`src/rtl/core/mps_ram.sv`:
```
`default_nettype none

module mps_ram #(
  parameter int WIDTH = 1,
  parameter int DEPTH = 16
) (
  input  wire logic                     clk,
  input  wire logic                     we,
  input  wire logic [$clog2(DEPTH)-1:0] waddr,
  input  wire logic [WIDTH-1:0]         wdata,
  input  wire logic [$clog2(DEPTH)-1:0] raddr,
  output logic      [WIDTH-1:0]         rdata
);

  logic [WIDTH-1:0] mem [DEPTH];

  // one write port, one registered read port
  always_ff @(posedge clk) begin
    if (we) begin
      mem[waddr] <= wdata;
    end
    rdata <= mem[raddr];
  end

endmodule

`default_nettype wire

```
`config.mk`:
```
export PLATFORM = sky130hd
export DESIGN_NAME = mps_ram
export DESIGN_NICKNAME = d
export VERILOG_FILES = /design/src/rtl/core/mps_ram.sv
export SDC_FILE = /design/constraint.sdc
export NUM_CORES = 1
export LEC_CHECK = 0
export ABC_AREA = 1
export BUFFER_PORTS_ARGS = -buffer_cell sky130_fd_sc_hd__clkbuf_2
export CORE_UTILIZATION = 50
export CTS_CLUSTER_SIZE = 16
export DETAILED_ROUTE_END_ITERATION = 10
export GPL_TIMING_DRIVEN = 0
export PLACE_DENSITY_LB_ADDON = 0.1
export SLEW_MARGIN = 20
export SYNTH_ARGS = -nofsm -noshare
export SYNTH_HDL_FRONTEND = slang
export SYNTH_SLANG_ARGS = --single-unit
```
`constraint.sdc`:
```
create_clock -name clk -period 1.3 [get_ports clk]
set_clock_uncertainty 0.2 [all_clocks]
set_input_delay 0.065 -clock clk [delete_from_list [all_inputs] [get_ports clk]]
set_output_delay 0.065 -clock clk [all_outputs]
set_load 0.1 [all_outputs]
```
-- Yosys cells after proc, flatten, opt, wreduce, memory -nomap -nowiden
Memories as Yosys holds them, arrays and structs flattened. A register that Yosys moved wholly into a read port is not among the register bits.
Cells that the tools add are included.
- multiplexer cells: 2
- operator list (cell ; number):
    two-way mux 1 bit ; 2
- flip-flop bits (word level): 0
- bits in writable memories: 16
- bits of input ports: 11
- output and inout port bits: 1
- logic and storage cells: 3
- memories kept: 1
- memory list (name ; depth ; width ; read ports ; clocked after memory_dff ; wr ports ; line ; RTL):
    mem ; 16 ; 1 ; 1 ; 1 ; 1 ; 15 ; logic [WIDTH-1:0] mem [DEPTH];

-- Logic depth before layout (Yosys ltp)
- word-level depth: 2
- depth in mapped cells: 8
- mapped depth without buffers: 7

-- Least setup slack after synthesis
Ideal clock, no wire load.
- path type: reg-to-output
- start: register rdata, read port of mem
- end: output rdata
- arrival: 909 ps
- required time: 1035 ps
- slack: 126 ps
- stages on the path, launching flop included: 1
- path buffers: 0
- cells stage by stage: dfxtp_1
- RTL lines (item ; line ; RTL):
    from (decl) ; 12 ; output logic [WIDTH-1:0] rdata
No word-level cell between the ends.

-- Worst setup path after layout
- start: register rdata, read port of mem
- end: output rdata
No word-level cell between the ends.

==> impl_metrics.yaml <==
run_status:
  status: "finished, final reports clean"
cts:
  cts_htree_levels: 1
  clk_pin_slew_ns: 0.09
  clock_latency_ns: 0.28
  cts_root_buf: "clkbuf_4"
  clkSinkCount: 17
  cts_setup_buffers: 0
  cts_tree: "built"
  ctsLongestPathBuffers: 2
  numCtsBuffers: 3
critical_path:
  slowest_delay_ns: 0.32
  critPathArrivalTime_ns: 0.92
  r2r_setup_slack_ns: 0.24
  start_kind: "register"
  crit_path_end_kind: "primary output"
  reg2reg_to: "rdata"
  r2r_start: "mem[6]"
  crit_family: "flip-flops"
  crit_slowest_cell: "dfxtp_1"
  crit_buf_inv: 1
  criticalPathCategory: "register to primary output"
  crit_chain: "clkbuf_4"
  worstPathRequired_ns: 1.03
  reg2regPathDepth: 6
  cp_max_fo: 1
finish:
  drive_gt1_share_pct: 16.67
  fill_cells: 145
  fin_nets: 126
  area_growth_pct: 16.40
  stdcell_area_um2: 985.9
  diodes: 0
placement:
  dpl.hpwl_um: 980.3
  numPortBuffers: 10
  gp_congestion: 0.7839
  place_area_um2: 917.1
routing:
  routedWlPerCell_um: 9.554
  wl_met2_um: 565
  highest_layer: "met4"
  drt_first_pass_iters: 4
  drt_iter0_markers: 5
  detail-route-antenna-nets: 0
  vias: 613
  wl_met3_um: 54
  via_per_inst: 4.715
  wl_met1_um: 600
  remaining_drc_errors: 0
  wl_um: 1242
synthesis:
  avgSynthCellArea_um2: 8.824
  ys_seq_area_share_pct: 59.08
  synth_seq_cells: 17
  synth_warnings: 0
  synth_area_um2: 847.1
  synth.distinct_cells: 11
  synthCells: 96
  synth_fp_nets: 107
global_route:
  track_usage_pct: 15.51
  grt_pass1_wl_um: 2111
  grt_max_degree: 17
  grt_pass1_vias: 528
  antenna_found_initial: 0
  grt_overflow: 0
pwr:
  powerDensity_nw_per_um2: 1033
  peakVddDrop_mv: 0.6789
  leakagePower_nw: 0.4522
timing:
  setup_violations: 0
  max_slew_margin_pct: 80.09
  period_needed_ns: 1.180
  drv_slew: 0
  tightest_slew_ns: 0.3003
  fmax_ghz: 0.8472
  grt_setup_unrepaired: "no"
  post-route-period-util_pct: 90.80
  final.setup.tns_ns: 0
  final-hold-violation-count: 0
run:
  drv_cap: 0
min_path:
  min_from: "waddr[3]"
  worstHoldPathType: "primary input to register"
  holdPathStages: 3
  holdPathEnd: "mem[10]"
floorplanning:
  core-area_um2: 1541
  start_util_pct: 54.95
  dieArea_um2: 1863
  pin_count: 12
  fp.dieH_um: 43.16
  die_width_um: 43.16
  rows: 14
==> final cells by class <==
type	instances	area [µm²]	area share [%]
flip-flops and latches	17	500.5	50.76
repair buffers	14	92.59	9.391
multi-input cells	57	249.0	25.25
clock buffers	4	26.28	2.665
plain buffers	1	11.26	1.142
well taps	16	20.02	2.030
inverters	21	86.33	8.756
==> per-stage QoR <==
stage	hold WS [ns]	setup WS (ns)	total power, W	utilization (%)	std cells
finish	0.03265	0.1196	0.001018	63.96	130
global route	0.05072	0.08541	0.001058	63.96	130
CTS	0.02741	0.1064	0.001025	63.96	130
detailed placement	0.1215	0.2116	0.0007559	59.50	122
global placement	0.1040	0.2074	0.0007539	59.50	122
floorplan	-0.03613	0.1260	0.0007165	-	96
==> where the power goes <==
group,switching [W],internal (W)
clock network,0.000146,0.000119
registers,0.00000321,0.000612
logic,0.0000917,0.0000471
total,0.000240,0.000778
==> state kept, by name, summed over array words and instances (netlist names) <==
register,cells
rdata,1
mem,16
==> worst min-delay path: stages <==
cell	delay, ns
clkbuf_2	0.10
nand2_1	0.12
nor3_1	0.06
==> worst max-delay path by stage <==
| stage | from | end | slack [ns] | depth (start not counted) |
|---|---|---|---|---|
| after global placement | waddr[1] | mem[9] | 0.21 | 4 |
| after detailed placement | waddr[1] | mem[9] | 0.21 | 4 |
| after floorplan | rdata | rdata | 0.13 | 0 |
| after global routing | rdata | rdata | 0.09 | 1 |
| after CTS | rdata | rdata | 0.11 | 1 |
| final | rdata | rdata | 0.12 | 1 |
==> cells in the mapped netlist <==
cell type,instances,area [µm²]
edfxtp_1,16,480.5
nor3_1,8,40.04
nand2_2,3,18.77
nand2_1,24,90.09
inv_2,1,3.750
nand3_1,14,70.07
nor2_1,8,30.03
dfxtp_1,1,20.02
buf_6,1,11.26
inv_8,1,11.26
inv_1,19,71.32
==> metal layers <==
layer  vias up  GRT usage [%]
met5         -              0
met3         4          2.553
met2        16          24.48
li1        341              -
met4         0          9.091
met1       252          19.89
==> repair_timing <==
action | CTS | global route
hold buffers | 4 | 0
setup endpoints to repair | 1 | 0
gates resized for setup | 1 | 0
endpoints found under the hold margin | 17 | 0
==> logic make-up (layout without fill, tap and decap cells) <==
kind of cell           count (synthesis)  count (layout)  synth area share [%]
buffers and inverters                 22              40                 11.52
AND/OR/NAND/NOR                       57              57                 29.40
flip-flops                            17              17                 59.08
==> cell usage in the layout, fill, tap and decap left out, drive strengths merged <==
| master | netlist | layout |
|---|---|---|
| edfxtp | 16 | 16 |
| clkbuf | 0 | 14 |
| dlygate4sd3 | 0 | 4 |
| nand3 | 14 | 14 |
| nand2 | 27 | 27 |
| buf | 1 | 1 |
| dfxtp | 1 | 1 |
| nor3 | 8 | 8 |
| inv | 21 | 21 |
| nor2 | 8 | 8 |
(Power assumes the default switching activity.)
