==> config.mk <==
export PLATFORM = sky130hd
export DESIGN_NAME = mps_ctrl
export DESIGN_NICKNAME = d
export VERILOG_FILES = /design/src/rtl/core/mps_pkg.sv /design/src/rtl/core/mps_ctrl.sv
export SDC_FILE = /design/constraint.sdc
export NUM_CORES = 1
export LEC_CHECK = 0
export BUFFER_PORTS_ARGS = -buffer_cell sky130_fd_sc_hd__buf_2
export CAP_MARGIN = 20
export CORE_AREA = 4 4 139 141
export CTS_BUF_LIST = sky130_fd_sc_hd__clkbuf_8
export DETAILED_ROUTE_END_ITERATION = 8
export DIE_AREA = 0 0 143 145
export PLACE_DENSITY = 0.67
export SYNTH_ARGS = -nofsm -noshare
export SYNTH_HDL_FRONTEND = slang
export SYNTH_SLANG_ARGS = --single-unit
==> constraint.sdc <==
create_clock -name clk -period 7.54 [get_ports clk]
set_clock_uncertainty 0.15 [all_clocks]
set_input_delay 0 -clock clk [delete_from_list [all_inputs] [get_ports clk]]
set_output_delay 0 -clock clk [all_outputs]
set_load 0.01 [all_outputs]
==> src/rtl/core/mps_pkg.sv <==
`default_nettype none

package mps_pkg;

  // grid limits
  localparam int MAX_ROWS = 64;
  localparam int MAX_COLS = 64;
  localparam int CAPACITY = MAX_ROWS * MAX_COLS;

  localparam int ADDR_W = $clog2(CAPACITY);
  localparam int SP_W   = $clog2(CAPACITY + 1);
  localparam int ROW_W  = $clog2(MAX_ROWS);
  localparam int COL_W  = $clog2(MAX_COLS);
  localparam int DIM_W  = 7;
  localparam int PROD_W = ROW_W + DIM_W;
  localparam int DIR_W  = 2;

  // configuration register indexes
  localparam int CFG_IDX_W = 2;
  localparam logic [CFG_IDX_W-1:0] REG_ROW_COUNT = 2'd0;
  localparam logic [CFG_IDX_W-1:0] REG_COL_COUNT = 2'd1;

  // expansion order
  localparam logic [DIR_W-1:0] DIR_DOWN  = 2'd0;
  localparam logic [DIR_W-1:0] DIR_RIGHT = 2'd1;
  localparam logic [DIR_W-1:0] DIR_UP    = 2'd2;
  localparam logic [DIR_W-1:0] DIR_LEFT  = 2'd3;

  localparam logic [DIM_W-1:0] DIM_MIN = 7'd3;

  typedef logic [DIM_W-1:0] dim_t;

  typedef struct packed {
    logic [ROW_W-1:0] row;
    logic [COL_W-1:0] col;
    logic [DIR_W-1:0] dir;
  } stack_entry_t;

  typedef struct packed {
    logic              we;
    logic [ADDR_W-1:0] waddr;
    logic              wdata;
    logic [ADDR_W-1:0] raddr;
  } grid_port_t;

  typedef struct packed {
    logic              we;
    logic [ADDR_W-1:0] waddr;
    stack_entry_t      wdata;
    logic [ADDR_W-1:0] raddr;
  } stack_port_t;

  typedef struct packed {
    logic valid;
    logic found;
  } result_t;

  typedef struct packed {
    logic            searching;
    logic [SP_W-1:0] sp;
  } status_t;

  // saturate a dimension into its legal range
  function automatic dim_t clamp_dim(input dim_t v, input dim_t hi);
    if (v < DIM_MIN) return DIM_MIN;
    if (v > hi) return hi;
    return v;
  endfunction

  // row-major address of cell (r, c)
  function automatic logic [ADDR_W-1:0] cell_addr(input logic [ROW_W-1:0] r,
                                                  input logic [COL_W-1:0] c,
                                                  input dim_t cols);
    logic [PROD_W-1:0] prod;
    prod = PROD_W'(r) * PROD_W'(cols);
    return ADDR_W'(prod + PROD_W'(c));
  endfunction

endpackage

`default_nettype wire

==> src/rtl/core/mps_ctrl.sv <==
`default_nettype none

module mps_ctrl (
  input  wire logic                 clk,
  input  wire logic                 rst,
  input  wire logic                 in_valid,
  input  wire logic                 is_wall,
  input  wire logic                 last_cell,
  output logic                      in_stall,
  input  wire mps_pkg::dim_t        row_count,
  input  wire mps_pkg::dim_t        col_count,
  input  wire logic                 out_free,
  output mps_pkg::grid_port_t       grid_port,
  input  wire logic                 grid_rdata,
  output mps_pkg::stack_port_t      stack_port,
  input  wire mps_pkg::stack_entry_t stack_rdata,
  output mps_pkg::result_t          res,
  output mps_pkg::status_t          stat
);

  import mps_pkg::*;

  localparam logic [2:0] S_LOAD  = 3'd0;
  localparam logic [2:0] S_INIT  = 3'd1;
  localparam logic [2:0] S_STEP  = 3'd2;
  localparam logic [2:0] S_CHECK = 3'd3;
  localparam logic [2:0] S_POP   = 3'd4;
  localparam logic [2:0] S_DONE  = 3'd5;

  logic [2:0]        state, state_next;
  logic [SP_W-1:0]   load_pos, load_pos_next;
  logic [SP_W-1:0]   sp, sp_next;
  dim_t              rows, rows_next;
  dim_t              cols, cols_next;
  stack_entry_t      top, top_next;
  logic              top_done, top_done_next;
  logic [ROW_W-1:0]  nb_row, nb_row_next;
  logic [COL_W-1:0]  nb_col, nb_col_next;
  logic [ADDR_W-1:0] nb_addr, nb_addr_next;
  logic              nb_goal, nb_goal_next;
  logic              found, found_next;

  logic              accept;
  logic              in_grid;
  logic [ROW_W-1:0]  nr;
  logic [COL_W-1:0]  nc;
  dim_t              row_ext, col_ext;
  logic [ADDR_W-1:0] probe_addr;
  logic              goal_hit;
  logic              pop_now;

  assign in_stall = (state != S_LOAD);
  assign accept   = in_valid && !in_stall;

  assign stat.searching = (state != S_LOAD);
  assign stat.sp        = sp;

  // neighbor of the top cell in its current direction
  always_comb begin
    row_ext = DIM_W'(top.row);
    col_ext = DIM_W'(top.col);
    nr      = top.row;
    nc      = top.col;
    case (top.dir)
      DIR_DOWN: begin
        in_grid = (row_ext + 1'b1) < rows;
        nr      = top.row + 1'b1;
      end
      DIR_RIGHT: begin
        in_grid = (col_ext + 1'b1) < cols;
        nc      = top.col + 1'b1;
      end
      DIR_UP: begin
        in_grid = (top.row != '0);
        nr      = top.row - 1'b1;
      end
      default: begin
        in_grid = (top.col != '0);
        nc      = top.col - 1'b1;
      end
    endcase
  end

  assign probe_addr = cell_addr(nr, nc, cols);
  assign goal_hit   = (DIM_W'(nr) == rows - 7'd2) && (DIM_W'(nc) == cols - 7'd2);

  // sequencer: load cells, then walk the stack one probe at a time
  always_comb begin
    state_next    = state;
    load_pos_next = load_pos;
    sp_next       = sp;
    rows_next     = rows;
    cols_next     = cols;
    top_next      = top;
    top_done_next = top_done;
    nb_row_next   = nb_row;
    nb_col_next   = nb_col;
    nb_addr_next  = nb_addr;
    nb_goal_next  = nb_goal;
    found_next    = found;
    pop_now       = 1'b0;

    grid_port        = '0;
    grid_port.raddr  = probe_addr;
    stack_port       = '0;
    res.valid        = 1'b0;
    res.found        = found;

    unique case (state)
      S_LOAD: begin
        if (accept) begin
          if (load_pos < SP_W'(CAPACITY)) begin
            grid_port.we    = 1'b1;
            grid_port.waddr = load_pos[ADDR_W-1:0];
            grid_port.wdata = is_wall;
            load_pos_next   = load_pos + 1'b1;
          end
          if (last_cell) begin
            rows_next     = clamp_dim(row_count, DIM_W'(MAX_ROWS));
            cols_next     = clamp_dim(col_count, DIM_W'(MAX_COLS));
            load_pos_next = '0;
            state_next    = S_INIT;
          end
        end
      end

      S_INIT: begin
        if (rows == DIM_MIN && cols == DIM_MIN) begin
          // start cell is the goal
          found_next = 1'b1;
          state_next = S_DONE;
        end else begin
          grid_port.we    = 1'b1;
          grid_port.waddr = cell_addr(ROW_W'(1), COL_W'(1), cols);
          grid_port.wdata = 1'b1;
          top_next.row    = ROW_W'(1);
          top_next.col    = COL_W'(1);
          top_next.dir    = DIR_DOWN;
          sp_next         = SP_W'(1);
          state_next      = S_STEP;
        end
      end

      S_STEP: begin
        nb_row_next   = nr;
        nb_col_next   = nc;
        nb_addr_next  = probe_addr;
        nb_goal_next  = goal_hit;
        top_done_next = (top.dir == DIR_LEFT);
        if (top.dir != DIR_LEFT) begin
          top_next.dir = top.dir + 1'b1;
        end
        if (in_grid) begin
          state_next = S_CHECK;
        end else if (top.dir == DIR_LEFT) begin
          pop_now = 1'b1;
        end
      end

      S_CHECK: begin
        if (grid_rdata) begin
          if (top_done) begin
            pop_now = 1'b1;
          end else begin
            state_next = S_STEP;
          end
        end else if (nb_goal) begin
          found_next = 1'b1;
          state_next = S_DONE;
        end else begin
          // mark the cell and descend into it
          grid_port.we    = 1'b1;
          grid_port.waddr = nb_addr;
          grid_port.wdata = 1'b1;
          state_next      = S_STEP;
          if (top_done) begin
            top_next.row = nb_row;
            top_next.col = nb_col;
            top_next.dir = DIR_DOWN;
          end else if (sp < SP_W'(CAPACITY)) begin
            stack_port.we    = 1'b1;
            stack_port.waddr = ADDR_W'(sp - 1'b1);
            stack_port.wdata = top;
            top_next.row     = nb_row;
            top_next.col     = nb_col;
            top_next.dir     = DIR_DOWN;
            sp_next          = sp + 1'b1;
          end
        end
      end

      S_POP: begin
        top_next   = stack_rdata;
        state_next = S_STEP;
      end

      S_DONE: begin
        if (out_free) begin
          res.valid  = 1'b1;
          sp_next    = '0;
          state_next = S_LOAD;
        end
      end

      default: begin
        state_next = S_LOAD;
      end
    endcase

    // drop the finished top; the stack below it lives in memory
    if (pop_now) begin
      sp_next = sp - 1'b1;
      if (sp == SP_W'(1)) begin
        found_next = 1'b0;
        state_next = S_DONE;
      end else begin
        stack_port.raddr = ADDR_W'(sp - 2'd2);
        state_next       = S_POP;
      end
    end
  end

  // control state
  always_ff @(posedge clk) begin
    if (rst) begin
      state    <= S_LOAD;
      load_pos <= '0;
      sp       <= '0;
      found    <= 1'b0;
    end else begin
      state    <= state_next;
      load_pos <= load_pos_next;
      sp       <= sp_next;
      found    <= found_next;
    end
  end

  // search datapath
  always_ff @(posedge clk) begin
    rows     <= rows_next;
    cols     <= cols_next;
    top      <= top_next;
    top_done <= top_done_next;
    nb_row   <= nb_row_next;
    nb_col   <= nb_col_next;
    nb_addr  <= nb_addr_next;
    nb_goal  <= nb_goal_next;
  end

endmodule

`default_nettype wire

* Word-level counts from Yosys, hierarchy flattened
Index checks and enable logic that the tools add are counted.
** Operators by class
- Add/subtract/negate cells :: 15
- Multiply operators :: 1
- Divide/modulo/power cells :: 0
- $lt $le $gt $ge :: 8
- Equal/unequal tests :: 29
- Shift-type cells :: 0
- Mux-type cells :: 84
- Bitwise logic cells :: 0
- Reduce and logical (&&, ||, !) cells :: 20
** Operators with widths (count)
- $mux W14 :: 10
- $mux W27 :: 5
- $mux W13 :: 9
- $mux W7 :: 8
- $pmux W14 S3 :: 1
- $pmux W13 S3 :: 1
- $pmux W12 S3 :: 1
- $mux W1 :: 30
- $ne A3 B3 Y1 const B :: 10
- $mux W3 :: 9
- $add A13 B1 Y13 const B :: 2
- $lt A13 B13 Y1 const B :: 2
- $mux W12 :: 2
- $pmux W6 S2 :: 2
- $pmux W3 S6 :: 1
- $add A6 B1 Y7 const B :: 2
- $eq A6 B7 Y1 :: 2
- $eq A7 B2 Y1 const B :: 2
- $gt A7 B7 Y1 const B :: 2
- $lt A7 B2 Y1 const B :: 2
- $lt A7 B7 Y1 :: 2
- $sub A7 B2 Y7 const B :: 2
- $eq A13 B1 Y1 const B :: 1
- $sub A13 B1 Y13 const B :: 1
- 31 further kinds :: 48
** Word-level totals
- Flip-flop bits (word level) :: 84
- Bits in latches :: 0
- Bits in writable memories :: 0
- Memory bits (read-only) :: 0
- Output and inout port bits :: 82
- Memories kept :: 0

* Longest topological paths before layout
Gate-level depths: netlist (run 1).
- Depth after elaboration :: 11
- Gate-level depth with buffers :: 25
- Mapped depth without buffers :: 24

* Worst setup path after synthesis (run 1)
Ideal clock, no wire load.
- Kind :: register to register
- Start :: register top[0] (netlist name)
- End :: register nb_addr[11], data pin
- Arrival time :: 5619 ps
- Slack :: 1486 ps
- Stages on the path, launching flop included :: 25
- Buffers on the path :: 1
- Clock period less this slack :: 6054 ps
- Cells stage by stage :: edfxtp_1 > inv_1 > ha_1 > clkbuf_1 > xor2_1 > ha_1 > a21oi_1 > nor4b_1 > a41oi_1 > xnor2_1 > nand2_1 > fa_1 > fa_1 > inv_1 > fa_1 > inv_1 > fa_1 > inv_1 > ha_1 > a21o_1 > nand2_1 > o21ai_0 > nor4_1 > o31a_1 > xnor2_1
** RTL lines
- start: declaration :: line mps_ctrl.sv:35 : stack_entry_t top, top_next;
- start signal: assignment :: line mps_ctrl.sv:242 : top <= top_next;
- end signal: assignment :: line mps_ctrl.sv:246 : nb_addr <= nb_addr_next;
- end: declaration :: line mps_ctrl.sv:39 : logic [ADDR_W-1:0] nb_addr, nb_addr_next;

==> flow_metrics.env, run 1 <==
export IMPL_reg2reg_slack_ns=0.89
export IMPL_syn_to_final_growth_pct=16.8
export IMPL_max_cap_viol_count=0
export IMPL_wl_per_cell_um=17.4
export IMPL_dr_wl_met2_um=10400
export IMPL_synth_area_mm2=0.00766
export IMPL_via_per_inst=5.62
export IMPL_grt_max_degree=28
export IMPL_ir_drop_mv=0.874
export IMPL_initial_core_util=0.427
export IMPL_hp_class="input pin to register"
export IMPL_crit_path_start="top[0]$_DFFE_PP_"
export IMPL_worstRegToRegCells=23
export IMPL_worstSetupPathType="register to primary output"
export IMPL_r2r_start="top[0]$_DFFE_PP_"
export IMPL_ant_nets=0
export IMPL_yosysUniqueCellTypes=84
export IMPL_clockRootBuffer="clkbuf_8"
export IMPL_synth_edf_count=54
export IMPL_fillCellCount=1696
export IMPL_antennaDiodeCount=0
export IMPL_dieArea_mm2=0.0207
export IMPL_grt_pass1_vias=6659
export IMPL_slowest_delay_ns=0.56
export IMPL_clkTransAtPathRegs_ns=0.09
export IMPL_endpoint_kind="primary output"
export IMPL_timing_final_crit_share=0.928
export IMPL_worst_r2r_endpoint="nb_addr[11]$_DFFE_PP_"
export IMPL_timing_final_ws_setup_ns=0.544
export IMPL_rsz0062_at_grt="false"
export IMPL_synth_seq_cells=84
export IMPL_drt_iter0_markers=454
export IMPL_cts_resized=0
export IMPL_startpoint_type="register"
export IMPL_maxSlewViolCount=0
export IMPL_hold_violations=0
export IMPL_top_layer_used="met4"
export IMPL_dieHeight_um=145
export IMPL_dr_total_vias=6894
export IMPL_postLayoutCellArea_mm2=0.00896
export IMPL_slew_headroom=0.285
export IMPL_p_per_area_mw_per_mm2=391
export IMPL_finalSetupViolations=0
export IMPL_synthArstFlopShare=0
export IMPL_layout_drive_gt1_share=0.162
export IMPL_gp_congestion=0.938
export IMPL_fp_dieW_um=143
export IMPL_cp_endpoint="grid_port[11]"
export IMPL_cts_max_level=3
export IMPL_seqCellArea_mm2=0.00222
export IMPL_cts_setup_buffers=0
export IMPL_fmax_mhz=143
export IMPL_route_detailed_drc=0
export IMPL_ctsHoldBuffers=38
export IMPL_firstDrtPassIters=5
export IMPL_crit_path_cell_trace="inv_1 -> ha_1 -> xor2_1 -> ha_1 -> a21oi_1 -> nor4b_1 -> a41oi_1 -> xnor2_1 -> nand2_1 -> fa_1 -> fa_1 -> inv_1 -> fa_1 -> inv_1 -> fa_1 -> inv_1 -> ha_1 -> a21o_1 -> nand2_1 -> o21ai_0 -> nor4_1 -> o31a_1 -> xnor2_1 -> buf_2"
export IMPL_clock_path_buffers=2
export IMPL_syn_num_nets=994
export IMPL_worstPathArrival_ns=6.85
export IMPL_finalWirelength_um=21400
export IMPL_crit_path_max_fanout=11
export IMPL_slowest_stage="fa_1"
export IMPL_fin_setup_tns_ns=0
export IMPL_finalNetCount=1118
export IMPL_core_mm2=0.0180
export IMPL_place_area_mm2=0.00838
export IMPL_p_leak_nw=3.98
export IMPL_fin_crit_ns=7.00
export IMPL_syn_avg_cell_area_um2=8.83
export IMPL_clock_sinks=84
export IMPL_track_usage=0.206
export IMPL_wl_met3_um=1280
export IMPL_hpwl_um=16100
export IMPL_yosys_most_used_dff="edfxtp_1"
export IMPL_pre_cts_ws_ns=0.854
export IMPL_tightest_slew_ns=1.07
export IMPL_wl_met1_um=9050
export IMPL_cts_tree="yes"
export IMPL_numCtsBuffers=9
export IMPL_io_buffers=116
export IMPL_grt_overflow=0
export IMPL_multi_input_area_mm2=0.00498
export IMPL_insertion_delay_ns=0.39
export IMPL_yosysWarnings=0
export IMPL_status="complete, no violations"
export IMPL_grt_pass1_wl_um=34400
export IMPL_seq_area_frac_synth=0.290
export IMPL_crit_required_ns=7.39
export IMPL_row_count=49
export IMPL_io_pins=117
export IMPL_syn_inst=868
export IMPL_antenna_found_initial=0
[cell usage after synthesis (4+ instances only)]
master    instances  share of area
nand2_1          62          0.030
a211oi_1          6         0.0059
a311oi_1          5         0.0057
a21o_1            4         0.0039
o21ai_0          32          0.021
nor3_1           19          0.012
nor3b_1           6         0.0059
nor4_1            9         0.0073
xor2_1           28          0.032
or3_1             5         0.0041
fa_1             24          0.063
and3_1            9         0.0073
clkinv_1          5         0.0024
xnor2_1          50          0.057
nand4_1           9         0.0073
nand3b_1          6         0.0059
a211o_1           6         0.0069
ha_1             67           0.11
a21oi_1          30          0.020
a22oi_1           9         0.0088
inv_1            64          0.031
nor2_1           93          0.046
o21a_1            8         0.0078
a31oi_1          12         0.0098
and4_1            4         0.0046
a21boi_0          4         0.0039
nor4b_1           5         0.0057
buf_2             9         0.0059
dfxtp_1          30          0.078
a22o_1           15          0.017
and2_1           27          0.022
nand3_1          26          0.017
nand2b_1          8         0.0065
nor2b_1          15          0.012
edfxtp_1         54           0.21
clkbuf_1         34          0.017
[sequential cells by signal (all words and copies together), names as in the netlist, 6 cells and up]
name      flops
col_ext       6
cols          7
row_ext       6
sp           13
nb_addr      12
load_pos     13
nb_row        6
rows          7
nb_col        6
[where the power goes]
part	switching (mW)	internal, mW	total, mW
Clock	0.197	0.128	0.325
Combinational	1.41	1.03	2.44
Sequential	0.0682	0.665	0.733
Total	1.68	1.82	3.50
[worst min path at each step]
stage                      start                    end  slack [ns]  cells after the start
global placement    row_count[6]  rows[6]$_SDFFCE_PN0P_        0.12                      1
detailed placement  row_count[6]  rows[6]$_SDFFCE_PN0P_        0.12                      1
CTS                   grid_rdata  state[1]$_SDFFE_PP0P_        0.04                      4
global route          grid_rdata  state[1]$_SDFFE_PP0P_        0.11                      4
finish                grid_rdata  state[1]$_SDFFE_PP0P_        0.05                      4
floorplan                is_wall          grid_port[12]       -0.01                      1
[critical path, delay by kind of cell (launching register included)]
kind	cells	cell delay, ns
DFF	1	0.43
AOI/OAI and AO/OA	5	0.72
xor gates and xnor gates	3	0.87
and+or+nand+nor	4	0.84
buffers and inverters	5	0.50
adders and majority gates	7	3.12
[stage by stage]
step / utilization / cells / hold WS (ns) / power, mW
detailed placement: 0.466 / 1171 / 0.122 / 3.17
finish: 0.499 / 1226 / 0.0526 / 3.50
global placement: 0.466 / 1171 / 0.117 / 3.15
floorplan: - / 868 / -0.0121 / 2.45
global route: 0.499 / 1226 / 0.114 / 3.84
CTS: 0.498 / 1225 / 0.0362 / 3.53
[metal layers]
layer,GRT usage,vias up
li1,-,3323
met4,0.0808,0
met2,0.348,241
met1,0.262,3284
met3,0.0316,46
met5,0,-
[cells in the final DEF, fill, tap and decap left out, drive strengths merged, types with 8 or more instances in the layout]
master,n
ha,67
nand3,26
clkbuf,9
nand2,62
o21a,8
nor4,10
xnor2,50
fa,24
nand2b,8
buf,123
nor2b,15
nor2,94
a22oi,9
and3,10
nand4,9
a31oi,12
inv,68
a21oi,30
edfxtp,54
and2,28
dfxtp,30
xor2,28
a22o,15
o21ai,33
dlygate4sd3,38
nor3,19
[layout make-up]
class / count / share of cell area
Multi-Input combinational cell: 667 / 0.556
Clock inverter: 7 / 0.00768
Inverter: 69 / 0.0289
Sequential cell: 84 / 0.248
Clock buffer: 9 / 0.0138
Tap cell: 229 / 0.0320
Timing Repair Buffer: 161 / 0.113
[kinds of logic after synthesis]
kind of cell    after synthesis  share of synthesized area
compound gates              165                      0.151
xor+xnor                     80                     0.0950
fa+ha+maj                    91                      0.172
buf+inv                     117                     0.0607
flops                        84                      0.290
mux                           4                    0.00604
simple gates                327                      0.226
Power figures use the tool's default switching activity.
==> run 2: changes to the inputs <==
Settings changed: REMOVE_ABC_BUFFERS from default to 1.
==> flow_metrics.env, run 2 (synthesis results as in run 1) <==
export IMPL_crit_path_cell_trace="inv_1 -> ha_1 -> xor2_1 -> ha_1 -> a21oi_1 -> nor4b_1 -> a41oi_1 -> xnor2_2 -> nand2_1 -> fa_1 -> fa_1 -> inv_1 -> fa_1 -> inv_1 -> fa_1 -> inv_1 -> ha_1 -> a21o_1 -> nand2_1 -> o21ai_0 -> nor4_1 -> o31a_1 -> xnor2_1 -> buf_2"
export IMPL_fin_util=0.499
export IMPL_layout_common_cells="buf_2, nor2_1, ha_1"
export IMPL_slowest_stage="fa_1"
export IMPL_cts_setup_buffers=0
export IMPL_worstPathArrival_ns=6.68
export IMPL_comb_power_share=0.684
export IMPL_numCtsBuffers=9
export IMPL_hpwl_um=16000
export IMPL_switching_share=0.464
export IMPL_finalSetupViolations=0
export IMPL_dieHeight_um=145
export IMPL_io_pins=117
export IMPL_finalNetCount=1114
export IMPL_initial_core_util=0.427
export IMPL_fin_crit_ns=6.83
export IMPL_p_leak_nw=3.99
export IMPL_slew_headroom=0.304
export IMPL_final_common_cell="buf_2"
export IMPL_startpoint_type="register"
export IMPL_seqPwrFrac=0.209
export IMPL_grt_pass1_vias=6433
export IMPL_status="complete, no violations"
export IMPL_wl_per_cell_um=17.3
export IMPL_p_switching_mw=1.63
export IMPL_critPathTopFamily="adder cells"
export IMPL_timing_final_crit_share=0.906
export IMPL_reg_top3="load_pos x13, sp x13, nb_addr x12"
export IMPL_drt_iter0_markers=362
export IMPL_clkTransAtPathRegs_ns=0.10
export IMPL_gp_congestion=0.901
export IMPL_hp_class="input pin to register"
export IMPL_insertion_delay_ns=0.39
export IMPL_antenna_found_initial=0
export IMPL_dr_total_vias=6878
export IMPL_tightest_slew_ns=1.04
export IMPL_grt_max_degree=28
export IMPL_worstSetupPathType="register to primary output"
export IMPL_firstDrtPassIters=5
export IMPL_clock_sinks=84
export IMPL_endpoint_kind="primary output"
export IMPL_cts_max_level=3
export IMPL_layout_drive_gt1_share=0.162
export IMPL_clockRootBuffer="clkbuf_8"
export IMPL_dieArea_mm2=0.0207
export IMPL_io_buffers=116
export IMPL_crit_path_max_fanout=11
export IMPL_fin_setup_tns_ns=0
export IMPL_fmax_mhz=146
export IMPL_syn_to_final_growth_pct=16.9
export IMPL_p_per_area_mw_per_mm2=391
export IMPL_fp_dieW_um=143
export IMPL_worst_path_buf_inv=5
export IMPL_rsz0062_at_grt="false"
export IMPL_core_mm2=0.0180
export IMPL_max_cap_viol_count=0
export IMPL_internal_power_mw=1.88
export IMPL_antennaDiodeCount=0
export IMPL_maxSlewViolCount=0
export IMPL_ant_nets=0
export IMPL_via_per_inst=5.63
export IMPL_hold_violations=0
export IMPL_clock_path_buffers=2
export IMPL_crit_required_ns=7.39
export IMPL_power_frac_clock=0.107
export IMPL_grt_pass1_wl_um=33800
export IMPL_slowest_delay_ns=0.55
export IMPL_row_count=49
export IMPL_track_usage=0.202
export IMPL_hold_slack_ns=0.0348
export IMPL_cts_tree="yes"
export IMPL_ir_drop_mv=0.453
export IMPL_grt_overflow=0
export IMPL_route_detailed_drc=0
export IMPL_finalWirelength_um=21100
## run 2: path summary, 6_finish.rpt
path                                   from                   endpoint  slack [ns]  cells after the start
setup / recovery           top[0]$_DFFE_PP_              grid_port[11]        0.71                     24
hold / removal                     in_valid   load_pos[1]$_SDFFE_PP0P_        0.03                      4
setup reg to reg           top[0]$_DFFE_PP_      nb_addr[11]$_DFFE_PP_        1.06                     23
hold reg to reg   load_pos[12]$_SDFFE_PP0P_  load_pos[12]$_SDFFE_PP0P_        0.34                      2
## run 2: timing repair
action | 4_1_cts | 5_1_grt
hold endpoints to repair | 46 | 0
setup endpoints to repair | 0 | 1
gates resized for setup | 0 | 1
hold buffers | 35 | 0
## run 2: cell type report
| class | count | area (um^2) |
|---|---|---|
| repair buffers | 157 | 980 |
| well taps | 229 | 287 |
| flip-flops and latches | 84 | 2220 |
| multi-input cells | 667 | 4990 |
| inverters | 69 | 259 |
| clock inverters | 7 | 97.6 |
| clock buffers | 9 | 124 |
| fillers | 1724 | 9000 |
## run 2: power groups by stage
stage / Clock, mW / Sequential (mW) / Combinational (mW)
after global routing: 0.406 / 0.742 / 2.73
after detailed placement: 0 / 0.742 / 2.42
final: 0.376 / 0.733 / 2.40
after global placement: 0 / 0.741 / 2.40
after floorplan: 0 / 0.721 / 1.72
after CTS: 0.383 / 0.731 / 2.44
## run 2: worst reg2reg max path: cells and delay by family, from the launching register on
family                     cells  cell delay [ns]
adders and majority gates      7             3.11
and+or+nand+nor                4             0.82
AOI/OAI and AO/OA              5             0.73
xor gates and xnor gates       3             0.69
DFF                            1             0.43
buffers and inverters          4             0.31
## run 2: per-stage QoR
| step | instances | power [mW] | worst slack (ns) | instance area (um^2) |
|---|---|---|---|---|
| global placement | 1170 | 3.14 | 1.17 | 8370 |
| CTS | 1221 | 3.56 | 0.543 | 8940 |
| floorplan | 820 | 2.44 | 1.60 | 7460 |
| finish | 1222 | 3.51 | 0.706 | 8960 |
| global route | 1222 | 3.88 | 0.193 | 8960 |
| detailed placement | 1170 | 3.16 | 0.994 | 8370 |
## run 2: routing by layer
metal	routed length [um]	share of wire	track usage	vias to the layer above
li1	-	-	-	3309
met1	9120	0.43	0.267	3283
met2	10100	0.48	0.332	239
met3	1220	0.058	0.0352	47
met4	687	0.033	0.0713	0
met5	0	0	0	-
